<file path="config.mk">
export PLATFORM = sky130hd
export DESIGN_NAME = sequence_reorder_buffer_unit
export DESIGN_NICKNAME = d
export VERILOG_FILES = /design/src/rtl/core/srb_pkg.sv /design/src/rtl/core/srb_ram.sv /design/src/rtl/core/srb_front.sv /design/src/rtl/core/srb_back.sv /design/src/rtl/core/sequence_reorder_buffer_unit.sv
export SDC_FILE = /design/constraint.sdc
export NUM_CORES = 2
export LEC_CHECK = 0
export ABC_AREA = 0
export BUFFER_PORTS_ARGS = -buffer_cell sky130_fd_sc_hd__buf_4
export CAP_MARGIN = 0
export CORE_UTILIZATION = 45
export CTS_CLUSTER_SIZE = 25
export DETAILED_ROUTE_END_ITERATION = 8
export SLEW_MARGIN = 40
export SYNTH_ARGS = -nofsm -noshare
export SYNTH_HDL_FRONTEND = slang
export SYNTH_HIERARCHICAL = 1
export SYNTH_SLANG_ARGS = --single-unit
</file>
<file path="constraint.sdc">
create_clock -name clock -period 14.2 [get_ports clock]
set_clock_uncertainty 0.1 [all_clocks]
set_input_delay 0.71 -clock clock [delete_from_list [all_inputs] [get_ports clock]]
set_output_delay 0.71 -clock clock [all_outputs]
set_load 0.02 [all_outputs]
</file>
<file path="src/rtl/core/srb_pkg.sv">
// Shared types and constants of the sequence reorder buffer.
`default_nettype none

package srb_pkg;

   // Default ring size in slots.
   localparam int WINDOW_DEF = 16;

   // A ring slot holds the text flag above the 32-bit handle.
   localparam int SLOT_W = 33;

   // Result kinds.
   localparam logic KIND_DELIVER = 1'b0;
   localparam logic KIND_STATUS  = 1'b1;

   typedef enum logic [1:0] {
      STATUS_ACCEPTED = 2'd0,
      STATUS_REJECTED = 2'd1,
      STATUS_BEYOND   = 2'd2
   } status_type;

   typedef struct packed {
      logic [31:0] seq_no;
      logic        has_text;
      logic [31:0] text_handle;
      logic [7:0]  sender_id;
      logic        is_direct;
   } req_type;

   typedef struct packed {
      logic        kind;
      logic [31:0] delivered_text;
      status_type  status;
      logic [7:0]  next_hop;
      logic [31:0] next_expected;
      logic        last;
   } rsp_type;

   // Handoff from the classifier to the result sequencer.
   typedef struct packed {
      logic        valid;
      status_type  status;
      logic [7:0]  next_hop;
      logic [31:0] next_expected;
   } tok_type;

endpackage

`default_nettype wire

</file>
<file path="src/rtl/core/srb_ram.sv">
// Generic simple dual-port RAM with registered read data.
`default_nettype none

module srb_ram #(
   parameter int WIDTH = 32,
   parameter int DEPTH = 16,
   localparam int ADDR_W = $clog2(DEPTH)
) (
   input  wire logic              clock,
   input  wire logic              we,
   input  wire logic [ADDR_W-1:0] waddr,
   input  wire logic [WIDTH-1:0]  wdata,
   input  wire logic              re,
   input  wire logic [ADDR_W-1:0] raddr,
   output logic      [WIDTH-1:0]  rdata
);

   logic [WIDTH-1:0] mem_ff [DEPTH];

   always_ff @(posedge clock) begin
      if (we) begin
         mem_ff[waddr] <= wdata;
      end
      if (re) begin
         rdata <= mem_ff[raddr];
      end
   end

endmodule

`default_nettype wire

</file>
<file path="src/rtl/core/srb_front.sv">
// Front part: classifies a request, stores it in the ring and drains in-order slots.
`default_nettype none

module srb_front import srb_pkg::*; #(
   parameter int WINDOW = WINDOW_DEF,
   localparam int IDX_W = $clog2(WINDOW),
   localparam int CNT_W = $clog2(WINDOW + 1)
) (
   input  wire logic              clock,
   input  wire logic              reset,
   input  wire logic              accept,
   input  wire req_type           req_data,
   input  wire logic              route_direct,
   input  wire logic [7:0]        initial_hop,
   // ring memory
   output logic                   slot_we,
   output logic      [IDX_W-1:0]  slot_waddr,
   output logic      [SLOT_W-1:0] slot_wdata,
   output logic                   slot_re,
   output logic      [IDX_W-1:0]  slot_raddr,
   input  wire logic [SLOT_W-1:0] slot_rdata,
   // release queue write side
   output logic                   q_we,
   output logic      [IDX_W-1:0]  q_waddr,
   output logic      [31:0]       q_wdata,
   // handoff to the back part
   output tok_type                tok,
   output logic      [CNT_W-1:0]  tok_cnt
);

   typedef enum logic [2:0] {
      F_IDLE,
      F_CHECK,
      F_STORE,
      F_DRAIN,
      F_REPORT
   } fstate_type;

   fstate_type       state_ff, state_in;
   req_type          req_ff, req_in;
   logic [31:0]      expected_ff, expected_in;
   logic [IDX_W-1:0] exp_slot_ff, exp_slot_in;
   logic [31:0]      newest_ff, newest_in;
   logic [7:0]       hop_ff, hop_in;
   logic             hop_set_ff, hop_set_in;
   logic [WINDOW-1:0] valid_ff, valid_in;
   logic             bad_ff, bad_in;
   logic             far_ff, far_in;
   logic             hit_ff, hit_in;
   logic             newer_ff, newer_in;
   logic             same_ff, same_in;
   logic [IDX_W-1:0] diff_ff, diff_in;
   logic             rd_pend_ff, rd_pend_in;
   logic [CNT_W-1:0] qcnt_ff, qcnt_in;
   status_type       status_ff, status_in;
   tok_type          tok_ff, tok_in;
   logic [CNT_W-1:0] tok_cnt_ff, tok_cnt_in;

   logic [31:0]      diff;
   logic [IDX_W:0]   slot_sum;
   logic [IDX_W-1:0] slot_idx;
   logic [IDX_W-1:0] exp_slot_next;

   assign tok     = tok_ff;
   assign tok_cnt = tok_cnt_ff;

   always_comb begin
      diff     = req_ff.seq_no - expected_ff;
      slot_sum = {1'b0, exp_slot_ff} + {1'b0, diff_ff};
      if (slot_sum >= (IDX_W + 1)'(WINDOW)) begin
         slot_sum = slot_sum - (IDX_W + 1)'(WINDOW);
      end
      slot_idx = slot_sum[IDX_W-1:0];

      // The slot of expected_seq follows the counter; when the counter wraps to
      // zero the slot restarts at zero as well.
      if (expected_ff == '1) begin
         exp_slot_next = '0;
      end else if (exp_slot_ff == IDX_W'(WINDOW - 1)) begin
         exp_slot_next = '0;
      end else begin
         exp_slot_next = exp_slot_ff + 1'b1;
      end
   end

   always_comb begin
      state_in    = state_ff;
      req_in      = req_ff;
      expected_in = expected_ff;
      exp_slot_in = exp_slot_ff;
      newest_in   = newest_ff;
      hop_in      = hop_ff;
      hop_set_in  = hop_set_ff;
      valid_in    = valid_ff;
      bad_in      = bad_ff;
      far_in      = far_ff;
      hit_in      = hit_ff;
      newer_in    = newer_ff;
      same_in     = same_ff;
      diff_in     = diff_ff;
      rd_pend_in  = 1'b0;
      qcnt_in     = qcnt_ff;
      status_in   = status_ff;
      tok_in      = tok_ff;
      tok_in.valid = 1'b0;
      tok_cnt_in  = tok_cnt_ff;

      slot_we    = 1'b0;
      slot_waddr = slot_idx;
      slot_wdata = {req_ff.has_text, req_ff.text_handle};
      slot_re    = 1'b0;
      slot_raddr = exp_slot_ff;
      q_we       = 1'b0;
      q_waddr    = qcnt_ff[IDX_W-1:0];
      q_wdata    = slot_rdata[31:0];

      case (state_ff)
         F_IDLE: begin
            if (accept) begin
               req_in   = req_data;
               qcnt_in  = '0;
               state_in = F_CHECK;
            end
         end
         F_CHECK: begin
            bad_in   = (req_ff.seq_no == '0) || (req_ff.seq_no < expected_ff);
            far_in   = diff >= 32'(WINDOW);
            hit_in   = req_ff.seq_no == expected_ff;
            newer_in = req_ff.seq_no > newest_ff;
            same_in  = req_ff.seq_no == newest_ff;
            diff_in  = diff[IDX_W-1:0];
            state_in = F_STORE;
         end
         F_STORE: begin
            state_in = F_REPORT;
            if (bad_ff) begin
               status_in = STATUS_REJECTED;
            end else if (far_ff) begin
               status_in = STATUS_BEYOND;
            end else if (valid_ff[slot_idx]) begin
               status_in = STATUS_REJECTED;
            end else begin
               status_in          = STATUS_ACCEPTED;
               slot_we            = 1'b1;
               valid_in[slot_idx] = 1'b1;
               if (newer_ff || (same_ff && req_ff.is_direct && !route_direct)) begin
                  newest_in  = req_ff.seq_no;
                  hop_in     = req_ff.sender_id;
                  hop_set_in = 1'b1;
               end
               if (hit_ff) begin
                  state_in = F_DRAIN;
               end
            end
         end
         F_DRAIN: begin
            // Read data of the slot released in the previous cycle arrives now.
            if (rd_pend_ff && slot_rdata[SLOT_W-1]) begin
               q_we    = 1'b1;
               qcnt_in = qcnt_ff + 1'b1;
            end
            if (valid_ff[exp_slot_ff]) begin
               slot_re               = 1'b1;
               rd_pend_in            = 1'b1;
               valid_in[exp_slot_ff] = 1'b0;
               expected_in           = expected_ff + 1'b1;
               exp_slot_in           = exp_slot_next;
            end else if (!rd_pend_ff) begin
               state_in = F_REPORT;
            end
         end
         F_REPORT: begin
            tok_in.valid         = 1'b1;
            tok_in.status        = status_ff;
            tok_in.next_hop      = hop_set_ff ? hop_ff : initial_hop;
            tok_in.next_expected = expected_ff;
            tok_cnt_in           = qcnt_ff;
            state_in             = F_IDLE;
         end
         default: begin
            state_in = F_IDLE;
         end
      endcase
   end

   always_ff @(posedge clock) begin
      if (reset) begin
         state_ff    <= F_IDLE;
         expected_ff <= 32'd1;
         exp_slot_ff <= IDX_W'(1 % WINDOW);
         newest_ff   <= '0;
         hop_ff      <= '0;
         hop_set_ff  <= 1'b0;
         valid_ff    <= '0;
         rd_pend_ff  <= 1'b0;
         qcnt_ff     <= '0;
         tok_ff      <= '0;
      end else begin
         state_ff    <= state_in;
         expected_ff <= expected_in;
         exp_slot_ff <= exp_slot_in;
         newest_ff   <= newest_in;
         hop_ff      <= hop_in;
         hop_set_ff  <= hop_set_in;
         valid_ff    <= valid_in;
         rd_pend_ff  <= rd_pend_in;
         qcnt_ff     <= qcnt_in;
         tok_ff      <= tok_in;
      end
      req_ff     <= req_in;
      bad_ff     <= bad_in;
      far_ff     <= far_in;
      hit_ff     <= hit_in;
      newer_ff   <= newer_in;
      same_ff    <= same_in;
      diff_ff    <= diff_in;
      status_ff  <= status_in;
      tok_cnt_ff <= tok_cnt_in;
   end

endmodule

`default_nettype wire

</file>
<file path="src/rtl/core/srb_back.sv">
// Back part: reads released text handles from the queue and issues the results.
`default_nettype none

module srb_back import srb_pkg::*; #(
   parameter int WINDOW = WINDOW_DEF,
   localparam int IDX_W = $clog2(WINDOW),
   localparam int CNT_W = $clog2(WINDOW + 1)
) (
   input  wire logic             clock,
   input  wire logic             reset,
   input  wire tok_type          tok,
   input  wire logic [CNT_W-1:0] tok_cnt,
   output logic                  q_re,
   output logic      [IDX_W-1:0] q_raddr,
   input  wire logic [31:0]      q_rdata,
   output logic                  rsp_valid,
   output rsp_type               rsp_data
);

   typedef enum logic {
      B_IDLE,
      B_RUN
   } bstate_type;

   bstate_type       state_ff, state_in;
   tok_type          tok_ff, tok_in;
   logic [CNT_W-1:0] remain_ff, remain_in;
   logic [IDX_W-1:0] rptr_ff, rptr_in;
   logic             pend_ff, pend_in;
   logic             rsp_valid_ff, rsp_valid_in;
   rsp_type          rsp_ff, rsp_in;

   assign rsp_valid = rsp_valid_ff;
   assign rsp_data  = rsp_ff;

   always_comb begin
      state_in     = state_ff;
      tok_in       = tok_ff;
      remain_in    = remain_ff;
      rptr_in      = rptr_ff;
      pend_in      = 1'b0;
      rsp_valid_in = 1'b0;
      rsp_in       = rsp_ff;
      q_re         = 1'b0;
      q_raddr      = rptr_ff;

      case (state_ff)
         B_IDLE: begin
            if (tok.valid) begin
               tok_in    = tok;
               remain_in = tok_cnt;
               rptr_in   = '0;
               state_in  = B_RUN;
            end
         end
         B_RUN: begin
            if (pend_ff) begin
               rsp_valid_in          = 1'b1;
               rsp_in.kind           = KIND_DELIVER;
               rsp_in.delivered_text = q_rdata;
               rsp_in.status         = STATUS_ACCEPTED;
               rsp_in.next_hop       = tok_ff.next_hop;
               rsp_in.next_expected  = tok_ff.next_expected;
               rsp_in.last           = 1'b0;
            end
            if (remain_ff != '0) begin
               q_re      = 1'b1;
               pend_in   = 1'b1;
               rptr_in   = rptr_ff + 1'b1;
               remain_in = remain_ff - 1'b1;
            end else if (!pend_ff) begin
               rsp_valid_in          = 1'b1;
               rsp_in.kind           = KIND_STATUS;
               rsp_in.delivered_text = '0;
               rsp_in.status         = tok_ff.status;
               rsp_in.next_hop       = tok_ff.next_hop;
               rsp_in.next_expected  = tok_ff.next_expected;
               rsp_in.last           = 1'b1;
               state_in              = B_IDLE;
            end
         end
         default: begin
            state_in = B_IDLE;
         end
      endcase
   end

   always_ff @(posedge clock) begin
      if (reset) begin
         state_ff     <= B_IDLE;
         pend_ff      <= 1'b0;
         rsp_valid_ff <= 1'b0;
         remain_ff    <= '0;
      end else begin
         state_ff     <= state_in;
         pend_ff      <= pend_in;
         rsp_valid_ff <= rsp_valid_in;
         remain_ff    <= remain_in;
      end
      tok_ff  <= tok_in;
      rptr_ff <= rptr_in;
      rsp_ff  <= rsp_in;
   end

endmodule

`default_nettype wire

</file>
<file path="src/rtl/core/sequence_reorder_buffer_unit.sv">
// Top level of the sequence reorder buffer: register port, front, queue and back.
// A rejected or non-draining request shows only its status; one that drains n slots
// (one per cycle) and delivers d texts shows its d deliveries, then its status result.
// One request is taken at a time; busy falls right after the status result, and the
// receiver cannot stall. Reset is synchronous, active high.
`default_nettype none

module sequence_reorder_buffer_unit import srb_pkg::*; #(
   parameter int WINDOW = WINDOW_DEF
) (
   input  wire logic        clock,
   input  wire logic        reset,
   // request channel
   input  wire logic        start,
   output logic             busy,
   input  wire req_type     req_data,
   // result channel
   output logic             rsp_valid,
   output rsp_type          rsp_data,
   // register port
   input  wire logic        psel,
   input  wire logic        penable,
   input  wire logic        pwrite,
   input  wire logic [2:0]  paddr,
   input  wire logic [31:0] pwdata,
   output logic      [31:0] prdata,
   output logic             pready
);

   localparam int IDX_W = $clog2(WINDOW);
   localparam int CNT_W = $clog2(WINDOW + 1);

   // Register select is address bit 2: route_direct at 0, initial_hop at 4.
   localparam logic REG_ROUTE_DIRECT = 1'b0;
   localparam logic REG_INITIAL_HOP  = 1'b1;

   logic        busy_ff, busy_in;
   logic        route_direct_ff, route_direct_in;
   logic [7:0]  initial_hop_ff, initial_hop_in;
   logic        accept;
   logic        cfg_write;

   logic              slot_we;
   logic [IDX_W-1:0]  slot_waddr;
   logic [SLOT_W-1:0] slot_wdata;
   logic              slot_re;
   logic [IDX_W-1:0]  slot_raddr;
   logic [SLOT_W-1:0] slot_rdata;

   logic              q_we;
   logic [IDX_W-1:0]  q_waddr;
   logic [31:0]       q_wdata;
   logic              q_re;
   logic [IDX_W-1:0]  q_raddr;
   logic [31:0]       q_rdata;

   tok_type           tok;
   logic [CNT_W-1:0]  tok_cnt;

   // A request is taken whenever the unit is not busy; it stays busy until the
   // status result of that request has been shown.
   assign accept = start && !busy_ff;
   assign busy   = busy_ff;

   always_comb begin
      busy_in = busy_ff;
      if (accept) begin
         busy_in = 1'b1;
      end else if (rsp_valid && rsp_data.last) begin
         busy_in = 1'b0;
      end
   end

   // Register port: writes land on the access phase; reads are returned at once.
   assign pready    = 1'b1;
   assign cfg_write = psel && penable && pwrite;

   always_comb begin
      route_direct_in = route_direct_ff;
      initial_hop_in  = initial_hop_ff;
      if (cfg_write) begin
         case (paddr[2])
            REG_ROUTE_DIRECT: route_direct_in = pwdata[0];
            REG_INITIAL_HOP:  initial_hop_in  = pwdata[7:0];
            default: begin
               route_direct_in = route_direct_ff;
            end
         endcase
      end
   end

   always_comb begin
      case (paddr[2])
         REG_ROUTE_DIRECT: prdata = {31'd0, route_direct_ff};
         REG_INITIAL_HOP:  prdata = {24'd0, initial_hop_ff};
         default:          prdata = '0;
      endcase
   end

   always_ff @(posedge clock) begin
      if (reset) begin
         busy_ff         <= 1'b0;
         route_direct_ff <= 1'b0;
         initial_hop_ff  <= '0;
      end else begin
         busy_ff         <= busy_in;
         route_direct_ff <= route_direct_in;
         initial_hop_ff  <= initial_hop_in;
      end
   end

   // Front: classifies the request, updates the ring and the route, and drains
   // consecutive slots starting at the expected number.
   srb_front #(
      .WINDOW (WINDOW)
   ) u_front (
      .clock        (clock),
      .reset        (reset),
      .accept       (accept),
      .req_data     (req_data),
      .route_direct (route_direct_ff),
      .initial_hop  (initial_hop_ff),
      .slot_we      (slot_we),
      .slot_waddr   (slot_waddr),
      .slot_wdata   (slot_wdata),
      .slot_re      (slot_re),
      .slot_raddr   (slot_raddr),
      .slot_rdata   (slot_rdata),
      .q_we         (q_we),
      .q_waddr      (q_waddr),
      .q_wdata      (q_wdata),
      .tok          (tok),
      .tok_cnt      (tok_cnt)
   );

   // Ring of held messages: text flag and handle per slot.
   srb_ram #(
      .WIDTH (SLOT_W),
      .DEPTH (WINDOW)
   ) u_slot_ram (
      .clock (clock),
      .we    (slot_we),
      .waddr (slot_waddr),
      .wdata (slot_wdata),
      .re    (slot_re),
      .raddr (slot_raddr),
      .rdata (slot_rdata)
   );

   // Queue of released text handles between the front and the back.
   srb_ram #(
      .WIDTH (32),
      .DEPTH (WINDOW)
   ) u_release_q (
      .clock (clock),
      .we    (q_we),
      .waddr (q_waddr),
      .wdata (q_wdata),
      .re    (q_re),
      .raddr (q_raddr),
      .rdata (q_rdata)
   );

   // Back: plays out the deliveries and then the status result.
   srb_back #(
      .WINDOW (WINDOW)
   ) u_back (
      .clock     (clock),
      .reset     (reset),
      .tok       (tok),
      .tok_cnt   (tok_cnt),
      .q_re      (q_re),
      .q_raddr   (q_raddr),
      .q_rdata   (q_rdata),
      .rsp_valid (rsp_valid),
      .rsp_data  (rsp_data)
   );

endmodule

`default_nettype wire

</file>
-- Word level (Yosys, flattened, before mapping)
Memory sizes are Yosys's and may differ from the RTL's. A register that Yosys moved wholly into a read port is not among the register bits.
Index checks and enable logic that the tools add are counted.
- register bits after elaboration: 375
- latch bits: 0
- RAM bits: 1040
- ROM bits: 0
- bits of input ports: 115
- output and inout port bits: 111
- memories: 2
- $add $sub $neg: 8
- $mul: 0
- divide/modulo/power cells: 0
- $lt $le $gt $ge: 8
- equal/unequal tests: 18
- shifts and indexed selects: 0
- muxes and demuxes: 63
- bitwise operators: 8
- reductions and logical operators: 30
- memory list (name ; depth ; width ; rd ports ; clocked after memory_dff ; write ports ; RTL line ; RTL):
    u_slot_ram.mem_ff ; 16 ; 33 ; 1 ; 1 ; 1 ; srb_ram.sv:18 ; logic [WIDTH-1:0] mem_ff [DEPTH];
    u_release_q.mem_ff ; 16 ; 32 ; 1 ; 1 ; 1 ; srb_ram.sv:18 ;
- operators by type and width (cell ; number):
    76-bit two-way mux ; 3
    32-bit == test ; 2
    16-bit two-way mux ; 4
    32-bit case mux with 2 select lines ; 1
    43-bit two-way mux ; 1
    32-bit by 1-bit adder with 32-bit output (second input constant) ; 1
    32-bit == test (second input constant) ; 1
    32-bit by 5-bit >= comparator with 1-bit output (second input constant) ; 1
    32-bit > comparator ; 1
    32-bit zero test ; 1
    32-bit less-than comparator ; 1
    16-bit case mux with 2 select lines ; 1
    32-bit subtractor ; 1
    1-bit two-way mux ; 26
    3-bit two-way mux ; 7
    4-bit two-way mux ; 5
    5-bit two-way mux ; 4
    5-bit case mux with 2 select lines ; 2
    16-bit AND ; 1
    2-bit inequality test (second input constant) ; 8
    16-bit inverter ; 1
    16-bit bitwise OR ; 1
    3-bit case mux with 4 select lines ; 1
    2-bit AND reduction ; 6
    29 further kinds ; 54

-- Longest topological paths before layout
- depth in word-level cells: 12
- depth in mapped cells: 13
- depth with buffers taken out: 12

-- Modules after synthesis
The synthesis kept the hierarchy.
- modules (own cells, without submodules) (module ; instances ; cells an instance ; area an instance (um^2) ; seq. area each (um^2)):
    srb_ram (u_slot_ram) ; 1 ; 864 ; 20961.4 ; 16846.2
    srb_ram (u_release_q) ; 1 ; 838 ; 20155.6 ; 16335.7
    srb_front ; 1 ; 1282 ; 12266.8 ; 5605.4
    srb_back ; 1 ; 342 ; 5320.1 ; 3823.7
    sequence_reorder_buffer_unit ; 1 ; 78 ; 706.9 ; 200.2

-- Worst setup path before layout
Ideal clock, no wire load.
- path kind: register -> register
- start: reg u_front.exp_slot_ff[0], in the netlist u_front/slot_raddr[0]
- end: mem u_slot_ram/mem_ff[0][0] (netlist bit) (enable)
- library setup time: 0.464 ns
- data arrival time: 5.372 ns
- setup slack: 8.263 ns
- stages on the path, launching flop included: 10
- path buffers: 1
- period minus slack after synthesis: 5.937 ns
- path through: dfxtp_1 -> ha_1 -> fa_1 -> buf_1 -> mux4_2 -> mux2i_1 -> mux2i_1 -> nor3_1 -> or3b_2 -> nor3_1
- cells in the longest elaborated chain, start to end: 11
- elaborated cells between the ends (all ways): 12
- classes of those cells: add/sub (2); order compare (1); mux (9)
- ends and longest elaborated chain (element ; RTL line ; RTL):
    start, declared ; srb_front.sv:42 ; logic [IDX_W-1:0] exp_slot_ff, exp_slot_in;
    start signal, assigned ; srb_front.sv:190 ; exp_slot_ff <= IDX_W'(1 % WINDOW);
    start signal, assigned ; srb_front.sv:201 ; exp_slot_ff <= exp_slot_in;
    4-bit by 4-bit adder with 5-bit output * ; srb_front.sv:69 ; slot_sum = {1'b0, exp_slot_ff} + {1'b0, diff_ff};
    4-bit by 1-bit subtractor with 4-bit output / 5-bit >= comparator (equally long branches) ; srb_front.sv:71, srb_front.sv:70 ;
    4-bit two-way mux * ; srb_front.sv:70 ; if (slot_sum >= (IDX_W + 1)'(WINDOW)) begin
    net slot_waddr[1] ; sequence_reorder_buffer_unit.sv:44 ; logic [IDX_W-1:0] slot_waddr;
    1-bit binary-select mux with 4-bit select * ; srb_front.sv:140 ; end else if (valid_ff[slot_idx]) begin
    1-bit two-way mux (implied by the code) * ; srb_front.sv:140 ;
    1-bit two-way mux * ; srb_front.sv:140 ;
    1-bit two-way mux * ; srb_front.sv:138 ; end else if (far_ff) begin
    1-bit two-way mux * ; srb_front.sv:136 ; if (bad_ff) begin
    1-bit two-way mux * ; srb_front.sv:117 ; case (state_ff)
    net slot_we ; sequence_reorder_buffer_unit.sv:43 ; logic slot_we;
    1-bit two-way mux * ; srb_ram.sv:21 ; if (we) begin
    1-bit two-way mux (implied by the code) * ; srb_ram.sv:22 ; mem_ff[waddr] <= wdata;
    end, declared ; srb_ram.sv:18 ;
Mark *: on every way through the listed nets, which the timed path passes. The rest lies on a longest branch. The select of a mux whose other input is x is not followed.

-- Worst setup path in the final report
- start: reg u_front.exp_slot_ff[0], in the netlist u_front/slot_raddr[0]
- end: mem u_slot_ram/mem_ff[7][16] (netlist bit) (enable)
The elaborated chain is that of the path after synthesis.

==> impl_metrics.env <==
export IMPL_clk_insertion_delay_late_ns=0.77
export IMPL_grt_pass1_wl_mm=193.0
export IMPL_tritoncts="done"
export IMPL_switching_share_pct=22.60
export IMPL_rsz0062_at_grt="false"
export IMPL_path_clk_slew_ns=0.06
export IMPL_vias=30460
export IMPL_via_per_inst=5.538
export IMPL_grt_usage_pct=19.63
export IMPL_max_freq_mhz=188.8
export IMPL_clock_root_buffer="clkbuf_16"
export IMPL_p_seq_share_pct=51.6
export IMPL_grt_pass1_vias=30590
export IMPL_setup_tns_ns=0
export IMPL_layout_commonest_cell="edfxtp_1"
export IMPL_hold_path_class="primary input to register"
export IMPL_p_per_area_nw_per_um2=142.5
export IMPL_overflow=0
export IMPL_worstHoldStart="req_data[5]"
export IMPL_ys_types=83
export IMPL_ios=226
export IMPL_worst_slew_pin_slew_ns=0.8290
export IMPL_cts_sinks=1480
export IMPL_drtPass1Iterations=5
export IMPL_design_area_um2=67890
export IMPL_yosysWarningCount=6
export IMPL_finalNetCount=3822
export IMPL_pwr_share_comb_pct=7.3
export IMPL_seq_area_frac_synth_pct=72.06
export IMPL_min_period_over_period_pct=37.31
export IMPL_ctsResizeCount=0
export IMPL_postSynthAreaPerCell_um2=17.45
export IMPL_crit_fanout=29
export IMPL_crit_start="u_front/slot_raddr[0]$_SDFFE_PP1P_"
export IMPL_arrival_ns=5.62
export IMPL_die_h_um=365.4
export IMPL_final_util_pct=52.10
export IMPL_htree_num_levels=4
export IMPL_antenna_cells=0
export IMPL_leakagePower_nw=22.02
export IMPL_first_iter_violations=2611
export IMPL_synth_seq_cells=1480
export IMPL_core_area_um2=130300
export IMPL_initial_core_util_pct=45.59
export IMPL_n_fill_cell=10420
export IMPL_cap_violations=0
export IMPL_placed_area_um2=62200
export IMPL_min_period_ns=5.298
export IMPL_routed_wl_mm=129.9
export IMPL_peakVddDrop_v=0.0001333
export IMPL_power_switching_mw=2.187
export IMPL_internal_power_mw=7.488
export IMPL_port_buffers=174
export IMPL_synthFlopType="edfxtp_1"
export IMPL_place_congestion=0.8413
export IMPL_mostFrequentLayoutCells="1317 x edfxtp_1, 269 x nand2_1, 250 x mux4_2"
export IMPL_synth_area_um2=59410
export IMPL_p_clk_share_pct=41.2
export IMPL_die_area_um2=133500
export IMPL_synthCells=3404
export IMPL_cts_buffers=153
export IMPL_area_growth_pct=14.26
export IMPL_post_drt_wl_per_cell_um=23.62
export IMPL_drive_gt1_share_pct=21.87
export IMPL_status="finished clean"
export IMPL_hold_viol_final=0
export IMPL_grt_max_degree=131
export IMPL_postRouteAntennaNets=0
export IMPL_drc=0
export IMPL_cts_buffer_depth=3
export IMPL_dp_hpwl_mm=73.94
export IMPL_synthArstFlopShare_pct=0
export IMPL_cp_end_kind="register"
export IMPL_row_count=132
export IMPL_r2r_start="u_front/slot_raddr[0]$_SDFFE_PP1P_"
export IMPL_setup_viol=0
export IMPL_setup_slack_ns=8.902
export IMPL_finalMaxSlewViolations=0
export IMPL_worst_setup_path_type="register to register"
export IMPL_crit_path_start_kind="register"
export IMPL_grt_antenna_before_repair=7
export IMPL_synth_edf_count=1317
export IMPL_slew_headroom_pct=44.73
export IMPL_cp_required_ns=14.52
export IMPL_die_w_um=365.4
export IMPL_pre_cts_ws_ns=8.875
## synth_stat cells, drive strengths merged, types with 3 or more instances
library cell | number | area, um2
a221oi | 3 | 32.53
o21ai | 76 | 380.4
a211oi | 16 | 120.1
a2111oi | 5 | 43.79
nand2 | 269 | 1010
o21a | 19 | 142.6
a22oi | 130 | 975.9
o22ai | 4 | 25.02
clkbuf | 88 | 330.3
and2 | 18 | 121.4
a21o | 15 | 112.6
or3b | 3 | 26.28
and4 | 7 | 63.81
dfxtp | 163 | 3263
nor2 | 158 | 600.6
buf | 165 | 1247
nor2b | 20 | 132.6
nor3 | 22 | 110.1
inv | 93 | 349.1
and3 | 8 | 50.05
xor2 | 9 | 78.83
edfxtp | 1317 | 39550
o31ai | 4 | 30.03
xnor2 | 40 | 350.3
o2111ai | 3 | 26.28
nand3 | 45 | 235.2
a31oi | 9 | 56.30
mux2i | 66 | 660.6
ha | 75 | 938.4
a211o | 5 | 43.79
a21oi | 87 | 435.4
o211ai | 16 | 120.1
nand3b | 6 | 45.04
o311ai | 6 | 52.55
nand4 | 24 | 156.4
or3 | 9 | 56.30
mux4 | 269 | 6130
nor4 | 18 | 112.6
mux2 | 43 | 630.6
nand2b | 31 | 193.9
## critical path: stages, from the launching register on
cell	delay [ns]
dfxtp_4	0.51
ha_1	0.32
fa_1	0.93
mux4_2	0.42
mux2i_1	0.16
mux2i_1	0.16
nor3_2	0.59
nand3b_1	0.48
nor2_4	0.75
buf_4	0.47
## cell families after synthesis
logic type               count (synthesis)  share of synthesized area, %
AO/OA/AOI/OAI                          420                         4.705
XOR/XNOR                                49                        0.7224
adder cells (fa/ha/maj)                 77                         1.647
buffers and inverters                  348                         3.256
flip-flops                            1480                         72.06
multiplexers                           378                         12.49
other                                    2                       0.01264
AND/OR/NAND/NOR                        650                         5.107
## timing repair
action                                 CTS  global route
endpoints found under the hold margin   66             0
setup buffers                            0             0
hold buffers                            66             0
## final timing paths
check	to	slack, ns	depth (start not counted)
setup / recovery	u_slot_ram/mem_ff[7][16]$_DFFE_PP_	8.90	9
hold reg to reg	u_back/tok_ff[28]$_DFFE_PP_	0.33	0
hold / removal	u_front/req_ff[5]$_DFFE_PP_	0.06	1
setup reg to reg	u_slot_ram/mem_ff[7][16]$_DFFE_PP_	8.90	9
## registers in the layout, indices dropped and copies added, names as in the netlist, 3 cells and up
register / count
u_front/slot_wdata: 33
u_release_q/mem_ff: 512
u_front/valid_ff: 16
u_back/q_raddr: 4
u_slot_ram/mem_ff: 528
u_front/tok: 43
u_front/qcnt_ff: 5
u_front/diff_ff: 4
u_front/tok_cnt: 5
u_front/hop_ff: 8
u_front/state_ff: 3
u_release_q/rdata: 32
u_back/remain_ff: 5
u_front/expected_ff: 32
u_back/rsp_data: 76
initial_hop_ff: 8
u_front/newest_ff: 32
u_back/tok_ff: 42
u_front/slot_raddr: 4
u_front/req_ff: 41
u_slot_ram/rdata: 33
## through the flow
step | cells | total power [mW] | hold slack, ns
after detailed placement | 5151 | 5.770 | 0.3154
after CTS | 5500 | 9.787 | 0.003455
final | 5500 | 9.674 | 0.06085
after floorplan | 3427 | 5.559 | 0.3081
after global routing | 5500 | 10.02 | 0.01668
after global placement | 5151 | 5.759 | 0.3135
## routing by layer
layer	vias to the layer above	routed length [um]	GRT usage, %	part of all wire, %
met1	15760	58020	27.55	45
met2	775	62690	31.67	48
met3	168	6746	3.537	5.2
met4	2	2423	5.152	1.9
li1	13750	-	-	-
met5	-	13	0	0.010
## layout make-up
type	instances	area, um2	share of cell area (%)
sequential	1480	42820	63.08
inverter	95	364.1	0.5363
clock inverter	79	855.8	1.261
tap	1742	2180	3.211
multi-input combinational	1599	15040	22.15
timing repair buffer	301	2461	3.625
clock buffer	204	4164	6.134
## power by group through the flow
stage,combinational (mW),sequential [mW],clock (mW)
2_1_floorplan,0.551,5.01,0
3_3_place_gp,0.683,5.08,0
3_5_place_dp,0.688,5.08,0
4_1_cts,0.706,4.99,4.09
5_1_grt,0.769,5.00,4.25
6_report,0.701,4.99,3.98
No activity file was read; power rests on OpenSTA's default activity.
